--- src/sv/wfsu_pkg.sv ---
// ----------------------------------------------------------------------------
// wfsu_pkg
// Shared types, register offsets and helper functions of the wavetable FM
// sound unit.
// ----------------------------------------------------------------------------
`default_nettype none

package wfsu_pkg;

  localparam int unsigned WAVE_DEPTH = 64;
  localparam int unsigned MOD_DEPTH  = 32;
  localparam int unsigned WAVE_AW    = $clog2(WAVE_DEPTH);
  localparam int unsigned MOD_AW     = $clog2(MOD_DEPTH);

  // Request types.
  localparam logic [1:0] REQ_TICK   = 2'd0;
  localparam logic [1:0] REQ_WRITE  = 2'd1;
  localparam logic [1:0] REQ_READ   = 2'd2;
  localparam logic [1:0] REQ_UNUSED = 2'd3;

  // Register offsets from the base of the sound window.
  localparam logic [6:0] ADDR_ENV0      = 7'd64;
  localparam logic [6:0] ADDR_FREQ_LO   = 7'd66;
  localparam logic [6:0] ADDR_FREQ_HI   = 7'd67;
  localparam logic [6:0] ADDR_ENV1      = 7'd68;
  localparam logic [6:0] ADDR_SWEEP     = 7'd69;
  localparam logic [6:0] ADDR_MOD_LO    = 7'd70;
  localparam logic [6:0] ADDR_MOD_HI    = 7'd71;
  localparam logic [6:0] ADDR_MOD_PUSH  = 7'd72;
  localparam logic [6:0] ADDR_MASTER    = 7'd73;
  localparam logic [6:0] ADDR_ENV_RATE  = 7'd74;
  localparam logic [6:0] ADDR_STAT_VOL0 = 7'd80;
  localparam logic [6:0] ADDR_STAT_VOL1 = 7'd82;

  // Modulation table code that clears the sweep accumulator.
  localparam logic [2:0] CODE_CLEAR = 3'd4;

  typedef enum logic [3:0] {
    CMD_NONE,
    CMD_MOD,
    CMD_MUL_MOD,
    CMD_FIX,
    CMD_MUL_CAR,
    CMD_CAR,
    CMD_WAVE_RD,
    CMD_MUL_WAVE,
    CMD_WRITE,
    CMD_READ,
    CMD_READ_FORM
  } cmd_e;

  typedef struct packed {
    cmd_e cmd;
    logic load;
  } cmd_t;

  typedef struct packed {
    logic tog;
    logic mod_off;
  } sts_t;

  function automatic logic signed [3:0] step_of(input logic [2:0] code);
    logic signed [3:0] s;
    case (code)
      3'd0:    s = 4'sd0;
      3'd1:    s = 4'sd1;
      3'd2:    s = 4'sd2;
      3'd3:    s = 4'sd4;
      3'd4:    s = 4'sd0;
      3'd5:    s = -4'sd4;
      3'd6:    s = -4'sd2;
      default: s = -4'sd1;
    endcase
    return s;
  endfunction

  // Output gain: 1536 * min(vol, 32) / (sel + 2). The divide by five uses a
  // reciprocal that is exact over the whole numerator range.
  function automatic logic [14:0] gain_of(input logic [5:0] vol, input logic [1:0] sel);
    logic [5:0]  k;
    logic [15:0] n;
    logic [33:0] p;
    logic [15:0] g;
    k = (vol > 6'd32) ? 6'd32 : vol;
    n = 16'(k) * 16'd1536;
    p = 34'(n) * 34'd52429;
    case (sel)
      2'd0:    g = n >> 1;
      2'd1:    g = 16'(k) * 16'd512;
      2'd2:    g = n >> 2;
      default: g = p[33:18];
    endcase
    return g[14:0];
  endfunction

endpackage

`default_nettype wire

--- src/sv/wfsu_if.sv ---
// ----------------------------------------------------------------------------
// wfsu request and response channels
// Valid/ready channels carrying one request and one result per transaction.
// ----------------------------------------------------------------------------
`default_nettype none

interface wfsu_req_if;
  logic       valid;
  logic       ready;
  logic [1:0] req_type;
  logic [6:0] address;
  logic [7:0] write_data;
  logic [7:0] open_bus;

  modport source (output valid, req_type, address, write_data, open_bus, input ready);
  modport sink   (input valid, req_type, address, write_data, open_bus, output ready);
endinterface

interface wfsu_rsp_if;
  logic               valid;
  logic               ready;
  logic        [7:0]  read_data;
  logic signed [12:0] sample;

  modport source (output valid, read_data, sample, input ready);
  modport sink   (input valid, read_data, sample, output ready);
endinterface

`default_nettype wire

--- src/sv/wavetable_fm_sound_unit.sv ---
// ----------------------------------------------------------------------------
// wavetable_fm_sound_unit
// Wavetable sound channel with a frequency modulator, two volume envelopes
// and a 64-entry wave RAM.
// ----------------------------------------------------------------------------
// Requests arrive on req_i: a sound clock tick, a bus write or a bus read.
// Every request yields exactly one result on rsp_o carrying the read byte
// (open bus for ticks and writes) and the current output sample.
// One request is in flight at a time. After acceptance a write runs the
// write step, a read the read and format steps, and a tick the modulator
// update, modulator multiply, wrap fix, carrier multiply, carrier update,
// registered wave RAM read and wave sample multiply, each multiply with a
// register behind it. With the modulator off a tick skips the steps from
// modulator multiply to carrier multiply, and without a sample reload the
// wave sample multiply. The next request can be taken in the cycle after
// the result transaction completes. Reset clears all state registers; the
// wave RAM reads zero until an entry is written. When the receiver stalls
// the result is held and no request is accepted until it is taken.
// ----------------------------------------------------------------------------
`default_nettype none

module wavetable_fm_sound_unit (
  input  wire logic clk_i,
  input  wire logic rst_ni,
  wfsu_req_if.sink  req_i,
  wfsu_rsp_if.source rsp_o
);

  wfsu_pkg::cmd_t cmd;
  wfsu_pkg::sts_t sts;

  wfsu_ctrl u_ctrl (
    .clk_i       (clk_i),
    .rst_ni      (rst_ni),
    .in_valid_i  (req_i.valid),
    .in_ready_o  (req_i.ready),
    .req_type_i  (req_i.req_type),
    .out_valid_o (rsp_o.valid),
    .out_ready_i (rsp_o.ready),
    .sts_i       (sts),
    .cmd_o       (cmd)
  );

  wfsu_datapath u_datapath (
    .clk_i        (clk_i),
    .rst_ni       (rst_ni),
    .cmd_i        (cmd),
    .sts_o        (sts),
    .address_i    (req_i.address),
    .write_data_i (req_i.write_data),
    .open_bus_i   (req_i.open_bus),
    .read_data_o  (rsp_o.read_data),
    .sample_o     (rsp_o.sample)
  );

endmodule

`default_nettype wire

--- src/sv/wfsu_ctrl.sv ---
// ----------------------------------------------------------------------------
// wfsu_ctrl
// Sequencer that walks one request through the datapath steps.
// ----------------------------------------------------------------------------
`default_nettype none

module wfsu_ctrl (
  input  wire logic          clk_i,
  input  wire logic          rst_ni,
  input  wire logic          in_valid_i,
  output logic               in_ready_o,
  input  wire logic [1:0]    req_type_i,
  output logic               out_valid_o,
  input  wire logic          out_ready_i,
  input  wire wfsu_pkg::sts_t sts_i,
  output wfsu_pkg::cmd_t     cmd_o
);

  localparam logic [3:0] S_IDLE = 4'd0;
  localparam logic [3:0] S_MOD  = 4'd1;
  localparam logic [3:0] S_MULM = 4'd2;
  localparam logic [3:0] S_FIX  = 4'd3;
  localparam logic [3:0] S_MULC = 4'd4;
  localparam logic [3:0] S_CAR  = 4'd5;
  localparam logic [3:0] S_WRD  = 4'd6;
  localparam logic [3:0] S_MULW = 4'd7;
  localparam logic [3:0] S_WR   = 4'd8;
  localparam logic [3:0] S_RD   = 4'd9;
  localparam logic [3:0] S_RDF  = 4'd10;
  localparam logic [3:0] S_OUT  = 4'd11;

  logic [3:0] state_q, state_d;

  always_ff @(posedge clk_i or negedge rst_ni) begin
    if (!rst_ni) begin
      state_q <= S_IDLE;
    end else begin
      state_q <= state_d;
    end
  end

  always_comb begin
    state_d     = state_q;
    in_ready_o  = 1'b0;
    out_valid_o = 1'b0;
    cmd_o.cmd   = wfsu_pkg::CMD_NONE;
    cmd_o.load  = 1'b0;
    unique case (state_q)
      S_IDLE: begin
        in_ready_o = 1'b1;
        if (in_valid_i) begin
          cmd_o.load = 1'b1;
          unique case (req_type_i)
            wfsu_pkg::REQ_TICK:  state_d = S_MOD;
            wfsu_pkg::REQ_WRITE: state_d = S_WR;
            wfsu_pkg::REQ_READ:  state_d = S_RD;
            default:             state_d = S_OUT;
          endcase
        end
      end
      S_MOD: begin
        cmd_o.cmd = wfsu_pkg::CMD_MOD;
        // With the modulator off the sweep is frozen and the carrier ignores it.
        state_d   = sts_i.mod_off ? S_CAR : S_MULM;
      end
      S_MULM: begin
        cmd_o.cmd = wfsu_pkg::CMD_MUL_MOD;
        state_d   = S_FIX;
      end
      S_FIX: begin
        cmd_o.cmd = wfsu_pkg::CMD_FIX;
        state_d   = S_MULC;
      end
      S_MULC: begin
        cmd_o.cmd = wfsu_pkg::CMD_MUL_CAR;
        state_d   = S_CAR;
      end
      S_CAR: begin
        cmd_o.cmd = wfsu_pkg::CMD_CAR;
        state_d   = S_WRD;
      end
      S_WRD: begin
        cmd_o.cmd = wfsu_pkg::CMD_WAVE_RD;
        state_d   = sts_i.tog ? S_MULW : S_OUT;
      end
      S_MULW: begin
        cmd_o.cmd = wfsu_pkg::CMD_MUL_WAVE;
        state_d   = S_OUT;
      end
      S_WR: begin
        cmd_o.cmd = wfsu_pkg::CMD_WRITE;
        state_d   = S_OUT;
      end
      S_RD: begin
        cmd_o.cmd = wfsu_pkg::CMD_READ;
        state_d   = S_RDF;
      end
      S_RDF: begin
        cmd_o.cmd = wfsu_pkg::CMD_READ_FORM;
        state_d   = S_OUT;
      end
      S_OUT: begin
        out_valid_o = 1'b1;
        if (out_ready_i) begin
          state_d = S_IDLE;
        end
      end
      default: state_d = S_IDLE;
    endcase
  end

  a_accept_leaves_idle: assert property (@(posedge clk_i) disable iff (!rst_ni)
    (in_valid_i && in_ready_o) |=> (state_q != S_IDLE))
    else $error("accepted request did not start processing");

  a_no_toggle_skips_wave: assert property (@(posedge clk_i) disable iff (!rst_ni)
    (state_q == S_WRD && !sts_i.tog) |=> (state_q == S_OUT))
    else $error("sample reload without a phase toggle");

  a_mod_off_skips_mul: assert property (@(posedge clk_i) disable iff (!rst_ni)
    (state_q == S_MOD && sts_i.mod_off) |=> (state_q == S_CAR))
    else $error("modulator multiply run while modulator is off");

endmodule

`default_nettype wire

--- src/sv/wfsu_datapath.sv ---
// ----------------------------------------------------------------------------
// wfsu_datapath
// Registers, wave RAM, modulation table and arithmetic of the sound unit.
// ----------------------------------------------------------------------------
`default_nettype none

module wfsu_datapath (
  input  wire logic               clk_i,
  input  wire logic               rst_ni,
  input  wire wfsu_pkg::cmd_t     cmd_i,
  output wfsu_pkg::sts_t          sts_o,
  input  wire logic [6:0]         address_i,
  input  wire logic [7:0]         write_data_i,
  input  wire logic [7:0]         open_bus_i,
  output logic [7:0]              read_data_o,
  output logic signed [12:0]      sample_o
);

  localparam int unsigned WA = wfsu_pkg::WAVE_AW;

  // Request payload.
  logic [6:0] addr_q, addr_d;
  logic [7:0] wdata_q, wdata_d;
  logic [7:0] obus_q, obus_d;
  logic [7:0] rdata_q, rdata_d;

  // Architectural state.
  logic [11:0] cf_q, cf_d;
  logic [27:0] cph_q, cph_d;
  logic [1:0]  cc_q, cc_d;
  logic [11:0] mf_q, mf_d;
  logic [21:0] mph_q, mph_d;
  logic        mod_off_q, mod_off_d;
  logic [7:0]  mc_q, mc_d;
  logic [7:0]  erate_q, erate_d;
  logic [10:0] epre_q, epre_d;
  logic [7:0]  ectl_q [2];
  logic [7:0]  ectl_d [2];
  logic [5:0]  vol_q [2];
  logic [5:0]  vol_d [2];
  logic [6:0]  cnt_q [2];
  logic [6:0]  cnt_d [2];
  logic [2:0]  mtab_q [wfsu_pkg::MOD_DEPTH];
  logic [2:0]  mtab_d [wfsu_pkg::MOD_DEPTH];
  logic [wfsu_pkg::WAVE_DEPTH-1:0] wvalid_q, wvalid_d;
  logic [10:0] sweep_q, sweep_d;
  logic [14:0] gain_q;
  logic signed [8:0]  mamt_q, mamt_d;
  logic signed [12:0] samp_q, samp_d;

  // Intermediate results.
  logic signed [16:0] prodm_q, prodm_d;
  logic signed [21:0] prodc_q, prodc_d;
  logic               tog_q, tog_d;

  // Wave RAM.
  logic [5:0]    wave_mem [wfsu_pkg::WAVE_DEPTH];
  logic [5:0]    wrd_raw_q;
  logic          wrd_valid_q;
  logic [WA-1:0] wave_raddr;
  logic          wave_we;
  logic [5:0]    wave_rd;

  // Combinational terms.
  logic [21:0]        mph_sum;
  logic [2:0]         mod_code;
  logic [10:0]        sweep_step;
  logic [5:0]         k1;
  logic signed [16:0] mul_m;
  logic               round_up;
  logic signed [10:0] fix0, fix1, fix2, fix3;
  logic signed [21:0] mul_c;
  logic signed [22:0] car_f;
  logic [21:0]        car_step;
  logic [27:0]        cph_new;
  logic               car_en;
  logic signed [6:0]  wv;
  logic signed [22:0] mul_w;

  assign wave_rd    = wrd_valid_q ? wrd_raw_q : 6'd0;
  assign wave_raddr = (cmd_i.cmd == wfsu_pkg::CMD_WAVE_RD) ? cph_q[27:22] : addr_q[WA-1:0];
  assign wave_we    = (cmd_i.cmd == wfsu_pkg::CMD_WRITE) && !addr_q[6] && mc_q[7];

  always_ff @(posedge clk_i) begin
    if (wave_we) begin
      wave_mem[addr_q[WA-1:0]] <= wdata_q[5:0];
    end
    wrd_raw_q <= wave_mem[wave_raddr];
  end

  // Modulator terms.
  assign mph_sum    = mph_q + {10'd0, mf_q};
  assign mod_code   = mtab_q[mph_sum[21:17]];
  assign sweep_step = sweep_q + 11'(wfsu_pkg::step_of(mod_code));
  assign k1         = (vol_q[1] > 6'd32) ? 6'd32 : vol_q[1];
  assign mul_m      = 17'(signed'(sweep_q)) * 17'(signed'({1'b0, k1}));

  // Division by 256 truncates toward zero, then the wrap fixes follow.
  assign round_up = prodm_q[16] && (prodm_q[7:0] != 8'd0);
  always_comb begin
    fix0 = signed'({{2{prodm_q[16]}}, prodm_q[16:8]}) + signed'({10'd0, round_up});
    if (prodm_q[7:4] != 4'd0) begin
      fix1 = sweep_q[10] ? (fix0 - 11'sd1) : (fix0 + 11'sd2);
    end else begin
      fix1 = fix0;
    end
    fix2 = (fix1 >= 11'sd194) ? (fix1 - 11'sd258) : fix1;
    fix3 = (fix2 < -11'sd64) ? (fix2 + 11'sd256) : fix2;
  end

  // Carrier terms.
  assign mul_c    = 22'(signed'({1'b0, cf_q})) * 22'(mamt_q);
  assign car_f    = 23'(signed'({1'b0, cf_q, 6'd0})) + (mod_off_q ? 23'sd0 : 23'(prodc_q));
  assign car_step = (!mod_off_q && car_f[22]) ? 22'd0 : car_f[21:0];
  assign cph_new  = cph_q + {6'd0, car_step};
  assign car_en   = !mc_q[7] && !cc_q[1];

  // Sample terms.
  assign wv    = signed'({1'b0, wave_rd}) - 7'sd32;
  assign mul_w = 23'(wv) * 23'(signed'({1'b0, gain_q}));

  always_comb begin
    addr_d    = addr_q;
    wdata_d   = wdata_q;
    obus_d    = obus_q;
    rdata_d   = rdata_q;
    cf_d      = cf_q;
    cph_d     = cph_q;
    cc_d      = cc_q;
    mf_d      = mf_q;
    mph_d     = mph_q;
    mod_off_d = mod_off_q;
    mc_d      = mc_q;
    erate_d   = erate_q;
    epre_d    = epre_q;
    ectl_d    = ectl_q;
    vol_d     = vol_q;
    cnt_d     = cnt_q;
    mtab_d    = mtab_q;
    wvalid_d  = wvalid_q;
    sweep_d   = sweep_q;
    mamt_d    = mamt_q;
    samp_d    = samp_q;
    prodm_d   = prodm_q;
    prodc_d   = prodc_q;
    tog_d     = tog_q;

    unique case (cmd_i.cmd)
      wfsu_pkg::CMD_MOD: begin
        if (!mod_off_q) begin
          mph_d = mph_sum;
          if ((mph_sum[17:12] ^ mph_q[17:12]) != 6'd0) begin
            sweep_d = (mod_code == wfsu_pkg::CODE_CLEAR) ? 11'd0 : sweep_step;
          end
        end
      end
      wfsu_pkg::CMD_MUL_MOD: prodm_d = mul_m;
      wfsu_pkg::CMD_FIX:     mamt_d  = fix3[8:0];
      wfsu_pkg::CMD_MUL_CAR: prodc_d = mul_c;
      wfsu_pkg::CMD_CAR: begin
        if (car_en) begin
          cph_d = cph_new;
        end
        tog_d = car_en && (cph_new[22] ^ cph_q[22]);
        if (erate_q != 8'd0) begin
          if (epre_q <= 11'd1) begin
            epre_d = {erate_q, 3'd0};
            for (int x = 0; x < 2; x++) begin
              if (!ectl_q[x][7] && !cc_q[0]) begin
                if (cnt_q[x] <= 7'd1) begin
                  if (ectl_q[x][6]) begin
                    if (vol_q[x] < 6'd32) begin
                      vol_d[x] = vol_q[x] + 6'd1;
                    end
                  end else if (vol_q[x] != 6'd0) begin
                    vol_d[x] = vol_q[x] - 6'd1;
                  end
                  cnt_d[x] = {1'b0, ectl_q[x][5:0]} + 7'd1;
                end else begin
                  cnt_d[x] = cnt_q[x] - 7'd1;
                end
              end
            end
          end else begin
            epre_d = epre_q - 11'd1;
          end
        end
      end
      wfsu_pkg::CMD_MUL_WAVE: samp_d = mul_w[20:8];
      wfsu_pkg::CMD_WRITE: begin
        if (!addr_q[6]) begin
          if (mc_q[7]) begin
            wvalid_d[addr_q[WA-1:0]] = 1'b1;
          end
        end else begin
          unique case (addr_q)
            wfsu_pkg::ADDR_ENV0: begin
              if (wdata_q[7]) begin
                vol_d[0] = wdata_q[5:0];
              end else if (ectl_q[0][7]) begin
                cnt_d[0] = {1'b0, wdata_q[5:0]} + 7'd1;
              end
              ectl_d[0] = wdata_q;
            end
            wfsu_pkg::ADDR_FREQ_LO: cf_d[7:0] = wdata_q;
            wfsu_pkg::ADDR_FREQ_HI: begin
              if (!wdata_q[7] && cc_q[1]) begin
                cph_d = 28'd0;
              end
              cf_d[11:8] = wdata_q[3:0];
              cc_d       = wdata_q[7:6];
            end
            wfsu_pkg::ADDR_ENV1: begin
              if (wdata_q[7]) begin
                vol_d[1] = wdata_q[5:0];
              end else if (ectl_q[1][7]) begin
                cnt_d[1] = {1'b0, wdata_q[5:0]} + 7'd1;
              end
              ectl_d[1] = wdata_q;
            end
            wfsu_pkg::ADDR_SWEEP: begin
              sweep_d = {wdata_q[6:0], 4'd0};
              mph_d   = 22'd0;
            end
            wfsu_pkg::ADDR_MOD_LO: mf_d[7:0] = wdata_q;
            wfsu_pkg::ADDR_MOD_HI: begin
              mf_d[11:8] = wdata_q[3:0];
              mod_off_d  = wdata_q[7];
            end
            wfsu_pkg::ADDR_MOD_PUSH: begin
              if (mod_off_q) begin
                for (int i = 0; i < wfsu_pkg::MOD_DEPTH - 1; i++) begin
                  mtab_d[i] = mtab_q[i+1];
                end
                mtab_d[wfsu_pkg::MOD_DEPTH-1] = wdata_q[2:0];
              end
            end
            wfsu_pkg::ADDR_MASTER:   mc_d    = wdata_q;
            wfsu_pkg::ADDR_ENV_RATE: erate_d = wdata_q;
            default: ;
          endcase
        end
      end
      wfsu_pkg::CMD_READ_FORM: begin
        if (!addr_q[6]) begin
          rdata_d = mc_q[7] ? {obus_q[7:6], wave_rd} : obus_q;
        end else if (addr_q == wfsu_pkg::ADDR_STAT_VOL0) begin
          rdata_d = {obus_q[7:6], vol_q[0]};
        end else if (addr_q == wfsu_pkg::ADDR_STAT_VOL1) begin
          rdata_d = {obus_q[7:6], vol_q[1]};
        end else begin
          rdata_d = obus_q;
        end
      end
      default: ;
    endcase

    if (cmd_i.load) begin
      addr_d  = address_i;
      wdata_d = write_data_i;
      obus_d  = open_bus_i;
      rdata_d = open_bus_i;
    end
  end

  always_ff @(posedge clk_i) begin
    addr_q  <= addr_d;
    wdata_q <= wdata_d;
    obus_q  <= obus_d;
    rdata_q <= rdata_d;
    prodm_q <= prodm_d;
    prodc_q <= prodc_d;
  end

  always_ff @(posedge clk_i or negedge rst_ni) begin
    if (!rst_ni) begin
      cf_q        <= '0;
      cph_q       <= '0;
      cc_q        <= '0;
      mf_q        <= '0;
      mph_q       <= '0;
      mod_off_q   <= 1'b0;
      mc_q        <= '0;
      erate_q     <= '0;
      epre_q      <= '0;
      ectl_q      <= '{default: '0};
      vol_q       <= '{default: '0};
      cnt_q       <= '{default: '0};
      mtab_q      <= '{default: '0};
      wvalid_q    <= '0;
      sweep_q     <= '0;
      gain_q      <= '0;
      mamt_q      <= '0;
      samp_q      <= '0;
      tog_q       <= 1'b0;
      wrd_valid_q <= 1'b0;
    end else begin
      cf_q        <= cf_d;
      cph_q       <= cph_d;
      cc_q        <= cc_d;
      mf_q        <= mf_d;
      mph_q       <= mph_d;
      mod_off_q   <= mod_off_d;
      mc_q        <= mc_d;
      erate_q     <= erate_d;
      epre_q      <= epre_d;
      ectl_q      <= ectl_d;
      vol_q       <= vol_d;
      cnt_q       <= cnt_d;
      mtab_q      <= mtab_d;
      wvalid_q    <= wvalid_d;
      sweep_q     <= sweep_d;
      // The gain is registered from volume 0 and the master divider.
      gain_q      <= wfsu_pkg::gain_of(vol_q[0], mc_q[1:0]);
      mamt_q      <= mamt_d;
      samp_q      <= samp_d;
      tog_q       <= tog_d;
      wrd_valid_q <= wvalid_q[wave_raddr];
    end
  end

  assign sts_o.tog     = tog_q;
  assign sts_o.mod_off = mod_off_q;
  assign read_data_o   = rdata_q;
  assign sample_o      = samp_q;

endmodule

`default_nettype wire
--- src/flat_wrapper.sv ---
// flat-port wrapper written by rule: the top's interface ports become plain ports
module wavetable_fm_sound_unit_flat 
  (clk_i, rst_ni, req_i_valid, req_i_req_type, req_i_address, req_i_write_data, req_i_open_bus, req_i_ready, rsp_o_valid, rsp_o_read_data, rsp_o_sample, rsp_o_ready);
  wfsu_req_if req_i_i ();
  wfsu_rsp_if rsp_o_i ();
  input  wire logic clk_i;
  input  wire logic rst_ni;
  input wire logic [$bits(req_i_i.valid)-1:0] req_i_valid;
  input wire logic [$bits(req_i_i.req_type)-1:0] req_i_req_type;
  input wire logic [$bits(req_i_i.address)-1:0] req_i_address;
  input wire logic [$bits(req_i_i.write_data)-1:0] req_i_write_data;
  input wire logic [$bits(req_i_i.open_bus)-1:0] req_i_open_bus;
  output wire logic [$bits(req_i_i.ready)-1:0] req_i_ready;
  output wire logic [$bits(rsp_o_i.valid)-1:0] rsp_o_valid;
  output wire logic [$bits(rsp_o_i.read_data)-1:0] rsp_o_read_data;
  output wire logic [$bits(rsp_o_i.sample)-1:0] rsp_o_sample;
  input wire logic [$bits(rsp_o_i.ready)-1:0] rsp_o_ready;
  assign req_i_i.valid = req_i_valid;
  assign req_i_i.req_type = req_i_req_type;
  assign req_i_i.address = req_i_address;
  assign req_i_i.write_data = req_i_write_data;
  assign req_i_i.open_bus = req_i_open_bus;
  assign req_i_ready = req_i_i.ready;
  assign rsp_o_valid = rsp_o_i.valid;
  assign rsp_o_read_data = rsp_o_i.read_data;
  assign rsp_o_sample = rsp_o_i.sample;
  assign rsp_o_i.ready = rsp_o_ready;
  wavetable_fm_sound_unit u_core (.clk_i(clk_i), .rst_ni(rst_ni), .req_i(req_i_i), .rsp_o(rsp_o_i));
endmodule
--- config.mk ---
export PLATFORM = sky130hd
export DESIGN_NAME = wavetable_fm_sound_unit_flat
export DESIGN_NICKNAME = d
export VERILOG_FILES = /design/src/sv/wfsu_pkg.sv /design/src/sv/wfsu_if.sv /design/src/sv/wavetable_fm_sound_unit.sv /design/src/sv/wfsu_ctrl.sv /design/src/sv/wfsu_datapath.sv /design/src/flat_wrapper.sv
export SDC_FILE = /design/constraint.sdc
export NUM_CORES = 2
export LEC_CHECK = 0
export BUFFER_PORTS_ARGS = -buffer_cell sky130_fd_sc_hd__buf_2
export CORE_UTILIZATION = 40
export CTS_BUF_LIST = sky130_fd_sc_hd__clkbuf_2 sky130_fd_sc_hd__clkbuf_4 sky130_fd_sc_hd__clkbuf_8
export CTS_CLUSTER_DIAMETER = 100
export DETAILED_ROUTE_END_ITERATION = 8
export PLACE_DENSITY = 0.53
export SETUP_SLACK_MARGIN = 0.1
export SYNTH_ARGS = -nofsm -noshare
export SYNTH_HDL_FRONTEND = slang
export SYNTH_SLANG_ARGS = --single-unit
--- constraint.sdc ---
create_clock -name clk_i -period 6.4 [get_ports clk_i]
set_input_delay 1.28 -clock clk_i [delete_from_list [all_inputs] [get_ports clk_i]]
set_output_delay 1.28 -clock clk_i [all_outputs]
set_load 0.01 [all_outputs]
==> metrics.cfg <==
[place]
placed_cell_area_um2 = 51340
hpwl_mm = 83.40
gp_congestion = 0.8212
place_ws_ns = -0.04011
port_buffers = 51

[power_and_ir_drop]
p_total_uw = 19400
vdd_drop_max_mv = 0.8051
p_leak_uw = 0.02354
cellPowerDensity_nw_per_um2 = 354.8

[synthesis]
synth_edf_count = 454
syn_area_um2 = 48870
synth_nets = 4620
syn_inst = 4126
synth-seq-area-share_pct = 46.32
async_flop_share_pct = 43.56
synth-main-ff-cell = edfxtp_1
synth.avg_cell_area_um2 = 11.85
synth_seq_cells = 815
yosys_warnings = 0
synth_cell_types = 109

[global_routing]
grt_max_degree = 148
grt_pass1_wl_mm = 190.5
grt_pass1_vias = 32266
antenna_found_initial = 9
gr-usage-all-layers_pct = 19.93
grt.overflow.total = 0

[drt]
drc = 0
ant_nets = 0
routed_via_density = 5.325
wire_per_inst_um = 20.17
drt_iter0_drc = 1948
num_vias = 31860
finalWirelength_mm = 120.7
drt_first_pass_iters = 5

[timing]
layout_setup_ws_ns = 0.4437
min_period_ns = 5.956
setup_viol = 0
clock_skew_ns = 0.04849
setup-tns-final_ns = 0
rsz0062_at_grt = yes
clock.fmax_mhz = 167.9
slew_headroom_pct = 20.66
finalHoldViolCount = 0
tightest_slew_ns = 1.179
timing.final.crit_share_pct = 93.07
drv_slew = 0

[worst_setup_path]
crit_family = compound AO/OA/AOI/OAI gates
cp_max_fo = 8
cp.buffers_inverters = 2
cpPeakStageDelay_ns = 0.58
start_kind = flop
crit_slowest_cell = mux4_1
worstSetupPathType = reg -> reg
arrival_ns = 6.70
cp_common_cell = o21ai_0
worst_setup_path_end_kind = flop
required_ns = 7.15

[clocking]
hold_buffers = 0
numCtsBuffers = 145
cts.sinks = 815
clockBufferDepth = 3
cts-root-buf = clkbuf_8
clk_pin_slew_ns = 0.07
clock_latency_ns = 0.86
cts.htree.levels = 4
cts_tree = done

[flow_run]
drv_cap = 0

[cells_and_area]
layout-drive-gt1-share_pct = 19.43
register_area_um2 = 22640
fin_area_um2 = 54670
layout_commonest_cell = edfxtp_1
fin_util_pct = 45.33
multi_input_area_um2 = 24550
most-common-layout-cells = edfxtp_1 (454), dfrtp_1 (352), nand2_1 (343), inv_1 (289), ha_1 (266)
fillerInstances = 11181
final_nets = 4743
areaGrowthSynthToFinish_pct = 11.87

[floorplanning]
pin_count = 52
die_area_um2 = 123600
die_w_um = 351.6
core.rowCount = 127
core_um2 = 120600
die_h_um = 351.6
start_util_pct = 40.52

[status]
status = finished, final reports clean

[hold_path]
hp-class = in -> async

==> state kept, by name (all words and copies together), names as in the netlist, 13 cells and up <==
| name | cells |
|---|---|
| u_core.u_datapath.gain_q | 15 |
| u_core.u_datapath.prodc_q | 22 |
| u_core.u_datapath.wave_mem | 384 |
| u_core.u_datapath.prodm_q | 17 |
| u_core.u_datapath.sample_o | 13 |
| u_core.u_datapath.mph_q | 22 |
| u_core.u_datapath.cph_q | 28 |
| u_core.u_datapath.ectl_q | 16 |
| u_core.u_datapath.cnt_q | 14 |
| u_core.u_datapath.mtab_q | 96 |
| u_core.u_datapath.wvalid_q | 64 |
==> final cells by class <==
class,count,area share (%)
diodes,2,0.009154
clock buffers,212,4.787
clock inverters,55,0.9749
inverters,291,1.998
multi-input cells,2828,44.89
flip-flops and latches,815,41.41
well taps,1612,3.689
repair buffers,168,2.238
==> power breakdown <==
part / internal (uW) / switching [uW]
sequential: 6090 / 583
combinational: 3150 / 4300
clock: 2970 / 2300
total: 12200 / 7180
==> layer usage <==
| metal | vias up | routed length [um] | GRT usage, % | part of all wire (%) |
|---|---|---|---|---|
| li1 | 15010 | - | - | - |
| met1 | 15965 | 57640 | 28.63 | 48 |
| met2 | 705 | 54420 | 30.76 | 45 |
| met3 | 172 | 6060 | 3.470 | 5.0 |
| met4 | 8 | 2509 | 5.909 | 2.1 |
| met5 | - | 50 | 0 | 0.041 |
==> metrics by stage <==
stage	std cells	hold slack [ns]
2_1_floorplan	4126	0.4337
3_3_place_gp	5707	0.4475
3_5_place_dp	5707	0.4477
4_1_cts	5974	0.2991
5_1_grt	5983	0.3400
6_report	5983	0.3580
==> kinds of logic after synthesis <==
kind of cell,after synthesis,synth area share (%)
and+or+nand+nor,1205,12.36
DFF,815,46.32
AOI/OAI and AO/OA,660,9.055
buffers and inverters,483,3.853
adders and majority gates,465,14.93
muxes,327,10.36
xor gates and xnor gates,171,3.126
==> path summary, 6_finish.rpt <==
check / startpoint / endpoint / slack (ns) / depth (start not counted)
min: rst_ni / u_core.u_datapath.wvalid_q[53]$_DFFE_PN0P_ / 0.36 / 1
max in group asynchronous: rst_ni / u_core.u_datapath.mtab_q[74]$_DFFE_PN0P_ / 4.74 / 2
min in group clk_i: u_core.u_datapath.wvalid_q[8]$_DFFE_PN0P_ / u_core.u_datapath.wvalid_q[8]$_DFFE_PN0P_ / 0.46 / 1
min reg2reg: u_core.u_datapath.wvalid_q[8]$_DFFE_PN0P_ / u_core.u_datapath.wvalid_q[8]$_DFFE_PN0P_ / 0.46 / 1
max reg2reg: u_core.u_datapath.mf_q[1]$_DFFE_PN0P_ / u_core.u_datapath.sweep_q[10]$_DFFE_PN0P_ / 0.44 / 25
max: u_core.u_datapath.mf_q[1]$_DFFE_PN0P_ / u_core.u_datapath.sweep_q[10]$_DFFE_PN0P_ / 0.44 / 25
==> synth_stat cells, types with 8 or more instances <==
cell	instances	area (um^2)
o21a_1	18	135.1
o21ai_0	119	595.6
o2111ai_1	10	87.58
a31oi_1	39	244.0
inv_1	289	1085
buf_1	9	33.78
or2_2	81	506.7
o21bai_1	22	165.2
nand2_1	343	1287
clkbuf_1	147	551.8
xor2_1	67	586.8
nand4_1	14	87.58
a21boi_0	9	67.56
mux4_2	114	2567
nor3_1	56	280.3
or3_1	13	81.33
a311oi_1	17	148.9
mux4_1	10	262.8
a22oi_1	8	60.06
a21o_1	43	322.8
nor2b_1	49	306.5
fa_1	197	3944
nand3b_1	8	60.06
edfxtp_1	454	13630
a211oi_1	50	375.4
mux2i_1	45	450.4
o22ai_1	32	200.2
ha_1	268	3353
buf_2	31	155.2
nor3b_1	16	120.1
and2_1	145	907.1
a21oi_1	177	885.9
nand2b_1	44	275.3
and3_1	68	425.4
mux2_2	157	1768
dfrtp_1	355	8884
o31ai_1	26	195.2
o211ai_1	8	60.06
nand3_1	63	315.3
nor2_1	252	945.9
nor4_1	18	112.6
xnor2_1	100	875.8
==> timing repair <==
action,in CTS,in global routing
buffers inserted,0,6
pin swaps,0,7
resized for setup,1,26
gates cloned,0,1
endpoints found under the setup margin,1,10
Note: power is estimated with default switching activity, not from simulation.
